[config.mk]
export PLATFORM = sky130hd
export DESIGN_NAME = multi_list_stack_queue_engine_unit
export DESIGN_NICKNAME = d
export VERILOG_FILES = /design/src/rtl/mlsq_pkg.sv /design/src/rtl/multi_list_stack_queue_engine_unit.sv /design/src/rtl/mlsq_ctrl.sv /design/src/rtl/mlsq_datapath.sv
export SDC_FILE = /design/constraint.sdc
export NUM_CORES = 2
export LEC_CHECK = 0
export BUFFER_PORTS_ARGS = -buffer_cell sky130_fd_sc_hd__buf_2
export CAP_MARGIN = 10
export CORE_ASPECT_RATIO = 2
export CORE_MARGIN = 10
export CORE_UTILIZATION = 57
export CTS_CLUSTER_DIAMETER = 50
export CTS_CLUSTER_SIZE = 16
export DETAILED_ROUTE_END_ITERATION = 8
export HOLD_SLACK_MARGIN = 0.1
export PLACE_DENSITY = 0.76
export SYNTH_ARGS = -nofsm -noshare
export SYNTH_HDL_FRONTEND = slang
export SYNTH_SLANG_ARGS = --single-unit
[constraint.sdc]
create_clock -name clock -period 6.5 [get_ports clock]
set_input_delay 1.3 -clock clock [delete_from_list [all_inputs] [get_ports clock]]
set_output_delay 1.3 -clock clock [all_outputs]
set_load 0.01 [all_outputs]
[src/rtl/mlsq_pkg.sv]
// Shared command codes, status codes and controller/datapath interface types.
package mlsq_pkg;

   localparam logic [1:0] KIND_CREATE = 2'd0;
   localparam logic [1:0] KIND_PUSH   = 2'd1;
   localparam logic [1:0] KIND_POP    = 2'd2;

   localparam logic [2:0] ST_OK      = 3'd0;
   localparam logic [2:0] ST_EXISTS  = 3'd1;
   localparam logic [2:0] ST_NO_LIST = 3'd2;
   localparam logic [2:0] ST_EMPTY   = 3'd3;
   localparam logic [2:0] ST_FULL    = 3'd4;

   typedef struct packed {
      logic load_req;
      logic exec;
      logic rd;
      logic load_rsp;
   } ctrl_cmd_type;

   typedef struct packed {
      logic early;
   } dp_stat_type;

endpackage

[src/rtl/multi_list_stack_queue_engine_unit.sv]
// Top level of the linked list stack and queue engine.
// Create, errors and unused codes finish in the EXEC state; a good push or pop also passes
// through the RD state, set by the registered read of the pool memories before the pointer update.
// A new item is taken only in the idle state; the engine waits while the result register is full.
// Synchronous active-high reset empties all lists and rebuilds the free list at once;
// the pool memories need no clearing pass.
module multi_list_stack_queue_engine_unit import mlsq_pkg::*; #(
   parameter int NUM_LISTS    = 8,
   parameter int POOL_ENTRIES = 64,
   parameter int DATA_WIDTH   = 32
) (
   input  logic        clock,
   input  logic        reset,
   input  logic        req_valid,
   output logic        req_ready,
   input  logic [1:0]  req_kind,
   input  logic [2:0]  req_list_id,
   input  logic        req_list_type,
   input  logic [31:0] req_value,
   output logic        rsp_valid,
   input  logic        rsp_ready,
   output logic [2:0]  rsp_status,
   output logic        rsp_popped_valid,
   output logic [31:0] rsp_popped_value
);

   ctrl_cmd_type cmd;
   dp_stat_type  stat;

   mlsq_ctrl u_ctrl (
      .clock     (clock),
      .reset     (reset),
      .req_valid (req_valid),
      .req_ready (req_ready),
      .rsp_valid (rsp_valid),
      .rsp_ready (rsp_ready),
      .stat      (stat),
      .cmd       (cmd)
   );

   mlsq_datapath #(
      .NUM_LISTS    (NUM_LISTS),
      .POOL_ENTRIES (POOL_ENTRIES),
      .DATA_WIDTH   (DATA_WIDTH)
   ) u_datapath (
      .clock            (clock),
      .reset            (reset),
      .req_kind         (req_kind),
      .req_list_id      (req_list_id),
      .req_list_type    (req_list_type),
      .req_value        (req_value),
      .cmd              (cmd),
      .stat             (stat),
      .rsp_status       (rsp_status),
      .rsp_popped_valid (rsp_popped_valid),
      .rsp_popped_value (rsp_popped_value)
   );

endmodule

[src/rtl/mlsq_ctrl.sv]
// Controller state machine that sequences each command through the datapath.
module mlsq_ctrl import mlsq_pkg::*; (
   input  logic         clock,
   input  logic         reset,
   input  logic         req_valid,
   output logic         req_ready,
   output logic         rsp_valid,
   input  logic         rsp_ready,
   input  dp_stat_type  stat,
   output ctrl_cmd_type cmd
);

   typedef enum logic [3:0] {
      S_IDLE = 4'b0001,
      S_EXEC = 4'b0010,
      S_RD   = 4'b0100,
      S_OUT  = 4'b1000
   } state_type;

   state_type state_ff, state_in;
   logic      rsp_valid_ff, rsp_valid_in;
   logic      out_free;

   assign out_free  = !rsp_valid_ff || rsp_ready;
   assign rsp_valid = rsp_valid_ff;
   assign req_ready = (state_ff == S_IDLE);

   always_comb begin
      state_in = state_ff;
      cmd      = '0;
      unique case (state_ff)
         S_IDLE: begin
            if (req_valid) begin
               cmd.load_req = 1'b1;
               state_in     = S_EXEC;
            end
         end
         S_EXEC: begin
            cmd.exec = 1'b1;
            if (stat.early) begin
               if (out_free) begin
                  cmd.load_rsp = 1'b1;
                  state_in     = S_IDLE;
               end else begin
                  state_in = S_OUT;
               end
            end else begin
               state_in = S_RD;
            end
         end
         S_RD: begin
            cmd.rd = 1'b1;
            if (out_free) begin
               cmd.load_rsp = 1'b1;
               state_in     = S_IDLE;
            end else begin
               state_in = S_OUT;
            end
         end
         S_OUT: begin
            if (out_free) begin
               cmd.load_rsp = 1'b1;
               state_in     = S_IDLE;
            end
         end
         default: begin
            state_in = S_IDLE;
         end
      endcase
   end

   always_comb begin
      rsp_valid_in = rsp_valid_ff;
      if (cmd.load_rsp) begin
         rsp_valid_in = 1'b1;
      end else if (rsp_ready) begin
         rsp_valid_in = 1'b0;
      end
   end

   always_ff @(posedge clock) begin
      if (reset) begin
         state_ff     <= S_IDLE;
         rsp_valid_ff <= 1'b0;
      end else begin
         state_ff     <= state_in;
         rsp_valid_ff <= rsp_valid_in;
      end
   end

endmodule

[src/rtl/mlsq_datapath.sv]
// List table, entry pool memories, free list and result register.
module mlsq_datapath import mlsq_pkg::*; #(
   parameter int NUM_LISTS    = 8,
   parameter int POOL_ENTRIES = 64,
   parameter int DATA_WIDTH   = 32
) (
   input  logic         clock,
   input  logic         reset,
   input  logic [1:0]   req_kind,
   input  logic [2:0]   req_list_id,
   input  logic         req_list_type,
   input  logic [31:0]  req_value,
   input  ctrl_cmd_type cmd,
   output dp_stat_type  stat,
   output logic [2:0]   rsp_status,
   output logic         rsp_popped_valid,
   output logic [31:0]  rsp_popped_value
);

   localparam int NLE = (NUM_LISTS < 8) ? NUM_LISTS : 8;
   localparam int LW  = (NLE > 1) ? $clog2(NLE) : 1;
   localparam int PW  = $clog2(POOL_ENTRIES);
   localparam int CW  = $clog2(POOL_ENTRIES + 1);
   localparam int SW  = (DATA_WIDTH < 32) ? DATA_WIDTH : 32;

   logic [1:0]    kind_ff, kind_in;
   logic [2:0]    lid_ff, lid_in;
   logic          qtype_ff, qtype_in;
   logic [SW-1:0] val_ff, val_in;
   logic [2:0]    status_ff, status_in;
   logic          pop_done_ff, pop_done_in;
   logic [PW-1:0] e_ff, e_in;
   logic          fresh_hit_ff, fresh_hit_in;

   logic [NLE-1:0] exists_ff, exists_in;
   logic [NLE-1:0] isq_ff, isq_in;
   logic [CW-1:0]  count_ff [NLE];
   logic [CW-1:0]  count_in [NLE];
   logic [PW-1:0]  head_ff [NLE];
   logic [PW-1:0]  head_in [NLE];
   logic [PW-1:0]  tail_ff [NLE];
   logic [PW-1:0]  tail_in [NLE];

   logic [PW-1:0] free_head_ff, free_head_in;
   logic [CW-1:0] free_count_ff, free_count_in;
   logic [CW-1:0] fresh_ff, fresh_in;

   logic [PW-1:0] next_mem [POOL_ENTRIES];
   logic [SW-1:0] data_mem [POOL_ENTRIES];
   logic [PW-1:0] next_rd_ff;
   logic [SW-1:0] data_rd_ff;

   logic [2:0]    rsp_status_ff;
   logic          rsp_popped_valid_ff;
   logic [31:0]   rsp_popped_value_ff;

   logic [LW-1:0] lidx;
   logic          in_range, present, is_create, is_push, is_pop;
   logic [2:0]    exec_status;
   logic [PW-1:0] rd_addr;
   logic [CW-1:0] e_inc;
   logic [PW-1:0] fresh_next;
   logic          next_we, data_we;
   logic [PW-1:0] next_waddr, next_wdata;
   logic [2:0]    res_status;
   logic          res_pv;

   assign lidx      = LW'(lid_ff);
   assign in_range  = (32'(lid_ff) < NUM_LISTS);
   assign present   = in_range && exists_ff[lidx];
   assign is_create = (kind_ff == KIND_CREATE);
   assign is_push   = (kind_ff == KIND_PUSH);
   assign is_pop    = (kind_ff == KIND_POP);
   assign rd_addr   = is_push ? free_head_ff : head_ff[lidx];
   assign e_inc     = CW'(e_ff) + 1'b1;
   assign fresh_next = (e_inc == CW'(POOL_ENTRIES)) ? '0 : PW'(e_inc);

   always_comb begin
      exec_status = ST_OK;
      priority if (is_create) begin
         if (!in_range) begin
            exec_status = ST_NO_LIST;
         end else if (present) begin
            exec_status = ST_EXISTS;
         end
      end else if (is_push) begin
         if (!present) begin
            exec_status = ST_NO_LIST;
         end else if (free_count_ff == '0) begin
            exec_status = ST_FULL;
         end
      end else if (is_pop) begin
         if (!present) begin
            exec_status = ST_NO_LIST;
         end else if (count_ff[lidx] == '0) begin
            exec_status = ST_EMPTY;
         end
      end else begin
         exec_status = ST_OK;
      end
   end

   assign stat.early = (exec_status != ST_OK) || !(is_push || is_pop);

   always_comb begin
      kind_in       = kind_ff;
      lid_in        = lid_ff;
      qtype_in      = qtype_ff;
      val_in        = val_ff;
      status_in     = status_ff;
      pop_done_in   = pop_done_ff;
      e_in          = e_ff;
      fresh_hit_in  = fresh_hit_ff;
      exists_in     = exists_ff;
      isq_in        = isq_ff;
      count_in      = count_ff;
      head_in       = head_ff;
      tail_in       = tail_ff;
      free_head_in  = free_head_ff;
      free_count_in = free_count_ff;
      fresh_in      = fresh_ff;
      next_we       = 1'b0;
      next_waddr    = e_ff;
      next_wdata    = '0;
      data_we       = 1'b0;

      if (cmd.load_req) begin
         kind_in  = req_kind;
         lid_in   = req_list_id;
         qtype_in = req_list_type;
         val_in   = req_value[SW-1:0];
      end

      if (cmd.exec) begin
         status_in    = exec_status;
         pop_done_in  = 1'b0;
         e_in         = rd_addr;
         fresh_hit_in = (CW'(free_head_ff) == fresh_ff);
         if (is_create && exec_status == ST_OK) begin
            exists_in[lidx] = 1'b1;
            isq_in[lidx]    = qtype_ff;
            count_in[lidx]  = '0;
         end
      end

      if (cmd.rd) begin
         if (is_push) begin
            free_head_in   = fresh_hit_ff ? fresh_next : next_rd_ff;
            free_count_in  = free_count_ff - 1'b1;
            data_we        = 1'b1;
            count_in[lidx] = count_ff[lidx] + 1'b1;
            if (fresh_hit_ff) begin
               fresh_in = fresh_ff + 1'b1;
            end
            if (isq_ff[lidx]) begin
               if (count_ff[lidx] == '0) begin
                  head_in[lidx] = e_ff;
               end else begin
                  next_we    = 1'b1;
                  next_waddr = tail_ff[lidx];
                  next_wdata = e_ff;
               end
               tail_in[lidx] = e_ff;
            end else begin
               next_we    = 1'b1;
               next_waddr = e_ff;
               next_wdata = head_ff[lidx];
               if (count_ff[lidx] == '0) begin
                  tail_in[lidx] = e_ff;
               end
               head_in[lidx] = e_ff;
            end
         end else begin
            if (count_ff[lidx] != CW'(1)) begin
               head_in[lidx] = next_rd_ff;
            end
            count_in[lidx] = count_ff[lidx] - 1'b1;
            next_we        = 1'b1;
            next_waddr     = e_ff;
            next_wdata     = free_head_ff;
            free_head_in   = e_ff;
            free_count_in  = free_count_ff + 1'b1;
            pop_done_in    = 1'b1;
         end
      end
   end

   always_ff @(posedge clock) begin
      if (reset) begin
         exists_ff     <= '0;
         isq_ff        <= '0;
         count_ff      <= '{default: '0};
         free_head_ff  <= '0;
         free_count_ff <= CW'(POOL_ENTRIES);
         fresh_ff      <= '0;
         pop_done_ff   <= 1'b0;
      end else begin
         exists_ff     <= exists_in;
         isq_ff        <= isq_in;
         count_ff      <= count_in;
         free_head_ff  <= free_head_in;
         free_count_ff <= free_count_in;
         fresh_ff      <= fresh_in;
         pop_done_ff   <= pop_done_in;
      end
   end

   always_ff @(posedge clock) begin
      kind_ff      <= kind_in;
      lid_ff       <= lid_in;
      qtype_ff     <= qtype_in;
      val_ff       <= val_in;
      status_ff    <= status_in;
      e_ff         <= e_in;
      fresh_hit_ff <= fresh_hit_in;
      head_ff      <= head_in;
      tail_ff      <= tail_in;
   end

   always_ff @(posedge clock) begin
      if (next_we) begin
         next_mem[next_waddr] <= next_wdata;
      end
      if (data_we) begin
         data_mem[e_ff] <= val_ff;
      end
   end

   always_ff @(posedge clock) begin
      if (cmd.exec) begin
         next_rd_ff <= next_mem[rd_addr];
         data_rd_ff <= data_mem[rd_addr];
      end
   end

   assign res_status = cmd.exec ? exec_status : status_ff;
   assign res_pv     = cmd.exec ? 1'b0 : (cmd.rd ? is_pop : pop_done_ff);

   always_ff @(posedge clock) begin
      if (cmd.load_rsp) begin
         rsp_status_ff       <= res_status;
         rsp_popped_valid_ff <= res_pv;
         rsp_popped_value_ff <= res_pv ? 32'(data_rd_ff) : '0;
      end
   end

   assign rsp_status       = rsp_status_ff;
   assign rsp_popped_valid = rsp_popped_valid_ff;
   assign rsp_popped_value = rsp_popped_value_ff;

endmodule
=== After elaboration in Yosys (flattened, before gate mapping) ===
Memory sizes are Yosys's and may differ from the RTL's. A register that Yosys moved wholly into a read port is not among the register bits.
Cells that the tools add are included.

* Add/sub/neg operators: 6
* Multiply operators: 0
* Div/mod/pow operators: 0
* $lt $le $gt $ge: 4
* Equality and inequality tests: 12
* Shift operators: 0
* Multiplexer cells: 86
* Bitwise logic cells: 4
* Reductions and logical operators: 22

{| class="wikitable"
|+ Operators by type and width
! kind !! count
|-
| two-way mux 48 bit || 6
|-
| two-way mux 56 bit || 4
|-
| bitwise mux 48 bit || 3
|-
| bitwise mux 56 bit || 2
|-
| two-way mux 6 bit || 17
|-
| bitwise AND 56 bit || 1
|-
| inverter 56 bit || 1
|-
| binary-select mux 6 bit (select 3 bit) || 2
|-
| two-way mux 7 bit || 4
|-
| two-way mux 1 bit || 27
|-
| adder 7 x 1 -> 7 bit, second input constant || 3
|-
| binary-select mux 7 bit (select 3 bit) || 1
|-
| demux 7 bit (select 3 bit) || 1
|-
| two-way mux 3 bit || 7
|-
| demux 6 bit (select 3 bit) || 1
|-
| two-way mux 4 bit || 4
|-
| case mux 4 bit (4 select lines) || 1
|-
| zero test 7 bit || 2
|-
| subtractor 7 x 1 -> 7 bit, second input constant || 2
|-
| AND reduction 3 bit || 3
|-
| bitwise mux 8 bit || 1
|-
| bitwise OR 8 bit || 1
|-
| adder 6 x 1 -> 7 bit, second input constant || 1
|-
| == test 6 x 7 -> 1 bit || 1
|-
| 29 further kinds || 38
|}

* Flip-flop bits (word level): 278
* Bits in latches: 0
* RAM bits: 2432
* ROM bits: 0
* Input port bits: 42
* Logic and storage cells: 178
* Memories: 2

{| class="wikitable"
|+ Memories
! name !! words !! width !! rd ports !! clocked after memory_dff !! write ports !! RTL line !! RTL
|-
| u_datapath.data_mem || 64 || 32 || 1 || 1 || 1 || mlsq_datapath.sv:49 || <nowiki>logic [SW-1:0] data_mem [POOL_ENTRIES];</nowiki>
|-
| u_datapath.next_mem || 64 || 6 || 1 || 1 || 1 || mlsq_datapath.sv:48 || <nowiki>logic [PW-1:0] next_mem [POOL_ENTRIES];</nowiki>
|}

=== Depth between registers and ports, before layout ===
* Word-level depth: 17
* Depth in mapped cells: 19

=== Cells and area by module ===
Synthesis repeated with hierarchy kept, for this count alone.

* Cells, all modules: 6371
* Area total of the unflattened synthesis: 107476.8 sq um

{| class="wikitable"
|+ Modules (own cells, without submodules)
! module !! instances !! cells an instance !! area each (sq um)
|-
| mlsq_datapath || 1 || 6337 || 107155.3
|-
| mlsq_ctrl || 1 || 34 || 321.6
|}

=== Least setup slack after synthesis ===
OpenSTA, ideal clock, no wires.

* Path kind: reg2reg
* Start: register u_datapath.lid_ff[2]
* End: memory u_datapath.next_mem[0][5] (netlist bit), data pin
* Setup time: 721 ps
* Data arrival time: 5415 ps
* Path slack: 364 ps
* Cell stages (with the launch flop): 14
* Cell sequence: edfxtp_1 > buf_4 > buf_6 > buf_6 > buf_2 > nor3_1 > clkbuf_1 > a22oi_1 > nand4_1 > inv_1 > ha_1 > a21oi_1 > a21oi_1 > a211oi_1

* Longest elaborated chain between the ends: 9

{| class="wikitable"
|+ RTL lines
! element !! RTL line !! RTL
|-
| start, declared || mlsq_datapath.sv:27 || <nowiki>logic [2:0] lid_ff, lid_in;</nowiki>
|-
| start signal, assigned || mlsq_datapath.sv:210 || <nowiki>lid_ff <= lid_in;</nowiki>
|-
| inverter 3 -> 4 bit (not written as such) || mlsq_datapath.sv:156, mlsq_datapath.sv:167 ||
|-
| binary-select mux 7 bit (select 3 bit) || mlsq_datapath.sv:156 || <nowiki>if (count_ff[lidx] == '0) begin</nowiki>
|-
| two-way mux 7 bit (not written as such) (2 in a row) || mlsq_datapath.sv:156 ||
|-
| zero test 7 bit || mlsq_datapath.sv:156 ||
|-
| two-way mux 6 bit || mlsq_datapath.sv:156 ||
|-
| two-way mux 6 bit * || mlsq_datapath.sv:155 || <nowiki>if (isq_ff[lidx]) begin</nowiki>
|-
| two-way mux 6 bit * || mlsq_datapath.sv:147 || <nowiki>if (is_push) begin</nowiki>
|-
| two-way mux 6 bit * || mlsq_datapath.sv:146 || <nowiki>if (cmd.rd) begin</nowiki>
|-
| via u_datapath.next_wdata[5] || mlsq_datapath.sv:64 || <nowiki>logic [PW-1:0] next_waddr, next_wdata;</nowiki>
|-
| end, declared || mlsq_datapath.sv:48 ||
|}

Mark *: on every way through the listed nets, which the timed path passes. The rest lies on a longest branch. The select of a mux whose other input is x is not followed.

=== Worst setup path after layout ===
* Start: register u_datapath.lid_ff[2]
* End: register u_datapath.data_rd_ff[15], read port of u_datapath.data_mem, data pin

* Longest elaborated chain between the ends: 5

{| class="wikitable"
|+ RTL lines
! element !! RTL line !! RTL
|-
| inverter 3 -> 4 bit (not written as such) || mlsq_datapath.sv:74 || <nowiki>assign rd_addr = is_push ? free_head_ff : head_ff[lidx];</nowiki>
|-
| binary-select mux 6 bit (select 3 bit) || mlsq_datapath.sv:74 ||
|-
| two-way mux 6 bit (not written as such) (2 in a row) || mlsq_datapath.sv:74 ||
|-
| two-way mux 6 bit || mlsq_datapath.sv:74 ||
|-
| end, declared || mlsq_datapath.sv:51 || <nowiki>logic [SW-1:0] data_rd_ff;</nowiki>
|}

Every way passes these cells. The select of a mux whose other input is x is not followed.
A chain may end at the register's enable or synchronous reset.

==> run_results.csv <==
group,metric,value,unit
outcome,run_status,"complete, no violations",
layout,fraction_of_final_layout_cells_with_drive_strength_greater_than_1,0.140,
synth,async_flop_share,0,
placed_design,dpl_cell_area,118000,um^2
drt,detail_route.vias_per_cell,7.08,
grt,antenna_found_initial,22,
sta,finClkSkew,0.0850,ns
sta,grt_setup_unrepaired,"no",
floorplan,core_area,198000,um^2
synth,synth_fa_ha_area_frac,0.00170,
layout,final_nets,7706,
sta,finalWorstSetupSlack,1.12,ns
critical_path,startpoint_type,"flip-flop",
drt,antenna_violating_nets_post_route,0,
power_and_ir_drop,power_leakage,39.7,nW
synth,number_of_flip_flops_and_latches_in_the_synthesized_netlist,2748,
grt,grt-ovfl-total,0,
layout,finalNonFillerCells,10271,
grt,groute.layer.met2.usage,0.526,
synth,synth_warnings,0,
synth,postSynthCellCount,7628,
layout,layout-area-overhead-vs-synth,9.08,%
grt,grt_first_pass_wirelength,490000,um
critical_path,critical_path.max_fanout,34,
clock_network,max-clock-path-buffers,4,
synth,yosys.area.top_type_share,0.703,
synth,synth-compound-area-share,0.0979,
layout,fillerInstances,13937,
grt,gr-usage-all-layers,0.306,
floorplan,floorplan.die.height,650,um
critical_path,capturing_element_type_of_the_critical_path,"flip-flop",
sta,slew-limit-headroom,0.143,
drt,detailedRoute.firstPassIterationCount,8,
drt,drt_iter0_markers,10056,
floorplan,start_util,0.572,
layout,final_design_area_no_fill,123000,um^2
synth,yosysMostFrequentCell,"sky130_fd_sc_hd__edfxtp_1",
power_and_ir_drop,report.power.total,0.0351,W
power_and_ir_drop,pwr_density_cell,284,nW/um^2
clock_network,post_cts_hold_buffer_count,0,
placed_design,dp_hpwl,207000,um
floorplan,rows,231,
clock_network,post_cts.resized_instances,0,
sta,final.period_utilization,0.828,
sta,max_clock_freq,0.186,GHz
synth,main_combinational_cell_family_by_area_after_synthesis,"compound AO/OA/AOI/OAI gates",
clock_network,cts_inserted_buffers,202,
critical_path,critical_path.cell_chain,"buf_4 > mux2_1 > a222oi_1 > o211ai_4 > buf_4 > a21oi_4 > buf_12 > and3_1 > o31ai_1 > a31oi_1 > a211oi_1",
synth,simple_gate_area_share_of_the_yosys_netlist,0.0847,
critical_path,worst-r2r-setup-slack,1.12,ns
floorplan,io-pin-count,80,
synth,syn-mean-instance-area,14.8,um^2
placed_design,placed_cells_incl_taps,10009,
placed_design,portBuffers,79,
clock_network,clock_tree_from_tritoncts,"done",
sta,finalHoldViolCount,0,
sta,setup-tns-final,0,ns
synth,synth_xor_area_frac,0.00163,
synth,ys_top_cells_by_count,"2647 x sky130_fd_sc_hd__edfxtp_1, 871 x sky130_fd_sc_hd__nand2_1, 468 x sky130_fd_sc_hd__nor2_1, 409 x sky130_fd_sc_hd__clkbuf_1, 376 x sky130_fd_sc_hd__nand3_1",
clock_network,clk_pin_slew,0.08,ns
synth,synthesis.nets,7684,
power_and_ir_drop,max-vdd-ir-drop,0.266,mV
clock_network,post_cts_buffers,0,
grt,grt_start_max_net_pins,165,
sta,final_max_tran_viols,0,
clock_network,maximum_level_of_the_cts_h_tree,4,
floorplan,die-width,335,um
grt,met3_usage,0.0587,
drt,drt-wirelength-per-cell,33.3,um
flow_run,cap_violations,0,
synth,synth.distinct_cells,83,
clock_network,clk_root_buffer_cell,"sky130_fd_sc_hd__clkbuf_16",
synth,most_frequently_used_flop_master_after_synthesis,"sky130_fd_sc_hd__edfxtp_1",
drt,vias,72765,
synth,synth-seq-area-share,0.721,
synth,portion_of_netlist_area_occupied_by_mux_cells,0.0708,
clock_network,clk-insertion-delay-late,0.89,ns
clock_network,clock_sinks,2748,
critical_path,crit_family,"compound AO/OA/AOI/OAI gates",
critical_path,cp_data_required_time,7.11,ns
critical_path,path_class,"reg2reg",
placed_design,dpl_worst_slack,1.31,ns
critical_path,critPathSlowestCell,"sky130_fd_sc_hd__a31oi_1",
grt,gr-max-usage-layer,"met2",
grt,number_of_global_route_vias_before_repair,72039,
drt,post-route-drc-count,0,
synth,syn-cell-area,113000,um^2
drt,drt-total-wl,342000,um
critical_path,critical_path_s_largest_stage_delay,0.76,ns
synth,synth_enable_flop_cells,2647,
synth,synth.largest_area_cell,"sky130_fd_sc_hd__edfxtp_1",
sta,finalWorstPathRequiredPeriod,5.38,ns
placed_design,routability_driven_placement_congestion_ratio,0.976,
worst_hold_path,holdCritPathClass,"reg2reg",
sta,timing_worst_slew_pin_value,1.28,ns
critical_path,worstPathBufferInverterCount,3,
critical_path,arrival,5.99,ns
floorplan,fp.dieArea,218000,um^2
synth,synth.top_cells.by_area,"sky130_fd_sc_hd__edfxtp_1 70%, sky130_fd_sc_hd__nand2_1 2.9%, sky130_fd_sc_hd__mux2i_1 2.8%",
grt,met1_usage,0.332,
sta,final-setup-viol-count,0,
critical_path,critical_path.most_common_cell,"sky130_fd_sc_hd__buf_4",
[state kept, by name, summed over array words and instances, names as in the netlist, 8 cells and up, named ones only]
signal                       count
u_datapath.count_ff             49
u_datapath.data_mem           2048
u_datapath.data_rd_ff           32
u_datapath.exists_ff             8
u_datapath.head_ff              48
u_datapath.isq_ff                8
u_datapath.next_mem            384
u_datapath.rsp_popped_value     32
u_datapath.tail_ff              48
u_datapath.val_ff               32
[tightest hold or removal path, cell delays in order (launching register included)]
cell and delay [ns]:
sky130_fd_sc_hd__dfxtp_1 0.31, sky130_fd_sc_hd__nand2_1 0.04, sky130_fd_sc_hd__o31ai_1 0.07
[stage by stage]
step	hold slack, ns	util
global route	0.491	0.624
CTS	0.457	0.624
floorplan	0.414	-
finish	0.464	0.624
detailed placement	0.440	0.596
global placement	0.430	0.596
[cells by family after synthesis]
family	after synthesis
flops	2748
simple gates	2121
compound gates	1499
buf+inv	612
mux	612
xor+xnor	21
fa+ha+maj	15
[report_power, final]
group	leakage [nW]	internal, W	switching, W	total, W
Sequential	25.0	0.0195	0.0000328	0.0195
Combinational	12.0	0.00124	0.00283	0.00407
Clock	2.65	0.00571	0.00579	0.0115
[cell type report]
type | count | area (um^2) | area share
repair buffers | 405 | 3260 | 0.0264
diodes | 15 | 37.5 | 0.000304
clock buffers | 230 | 5250 | 0.0425
flip-flops and latches | 2748 | 81500 | 0.661
inverters | 25 | 116 | 0.000943
clock inverters | 17 | 176 | 0.00143
well taps | 2563 | 3210 | 0.0260
multi-input cells | 4268 | 29800 | 0.242
[layer usage]
layer	share of wire	routed length [um]	vias to the layer above
met5	0.00021	73	-
met4	0.091	31100	10
met3	0.097	33100	1524
met2	0.50	172000	5394
met1	0.31	105000	35959
li1	-	-	29878
[cell usage in the layout, fill, tap and decap left out, types with 16 or more instances in the layout]
| cell type | instances |
|---|---|
| sky130_fd_sc_hd__nor2b_1 | 17 |
| sky130_fd_sc_hd__buf_4 | 293 |
| sky130_fd_sc_hd__a31oi_1 | 151 |
| sky130_fd_sc_hd__a211o_1 | 37 |
| sky130_fd_sc_hd__o31ai_1 | 73 |
| sky130_fd_sc_hd__inv_1 | 16 |
| sky130_fd_sc_hd__a22oi_1 | 78 |
| sky130_fd_sc_hd__clkbuf_1 | 24 |
| sky130_fd_sc_hd__a2111oi_0 | 34 |
| sky130_fd_sc_hd__a22o_1 | 41 |
| sky130_fd_sc_hd__clkbuf_16 | 206 |
| sky130_fd_sc_hd__mux2_2 | 164 |
| sky130_fd_sc_hd__edfxtp_1 | 2647 |
| sky130_fd_sc_hd__and3_1 | 219 |
| sky130_fd_sc_hd__buf_2 | 79 |
| sky130_fd_sc_hd__a211oi_1 | 227 |
| sky130_fd_sc_hd__a41o_1 | 35 |
| sky130_fd_sc_hd__nor3_1 | 22 |
| sky130_fd_sc_hd__nor2_4 | 69 |
| sky130_fd_sc_hd__and4_1 | 35 |
| sky130_fd_sc_hd__mux2i_1 | 312 |
| sky130_fd_sc_hd__a31o_2 | 31 |
| sky130_fd_sc_hd__a311o_1 | 145 |
| sky130_fd_sc_hd__a221oi_1 | 56 |
| sky130_fd_sc_hd__and2_1 | 38 |
| sky130_fd_sc_hd__a21oi_1 | 284 |
| sky130_fd_sc_hd__o21ai_0 | 96 |
| sky130_fd_sc_hd__nor2_1 | 399 |
| sky130_fd_sc_hd__nand3_1 | 374 |
| sky130_fd_sc_hd__mux4_2 | 134 |
| sky130_fd_sc_hd__nand2_1 | 868 |
| sky130_fd_sc_hd__dfxtp_1 | 100 |
| sky130_fd_sc_hd__o221ai_1 | 145 |
| sky130_fd_sc_hd__buf_12 | 33 |
[final timing paths]
| check | cells after the start | end | from |
|---|---|---|---|
| min reg2reg | 2 | u_datapath.status_ff[0] | u_datapath.status_ff[0] |
| max | 11 | u_datapath.data_rd_ff[15] | u_datapath.lid_ff[2] |
| max reg2reg | 11 | u_datapath.data_rd_ff[15] | u_datapath.lid_ff[2] |
| min | 2 | u_datapath.status_ff[0] | u_datapath.status_ff[0] |
Note: power is estimated with default switching activity, not from simulation.
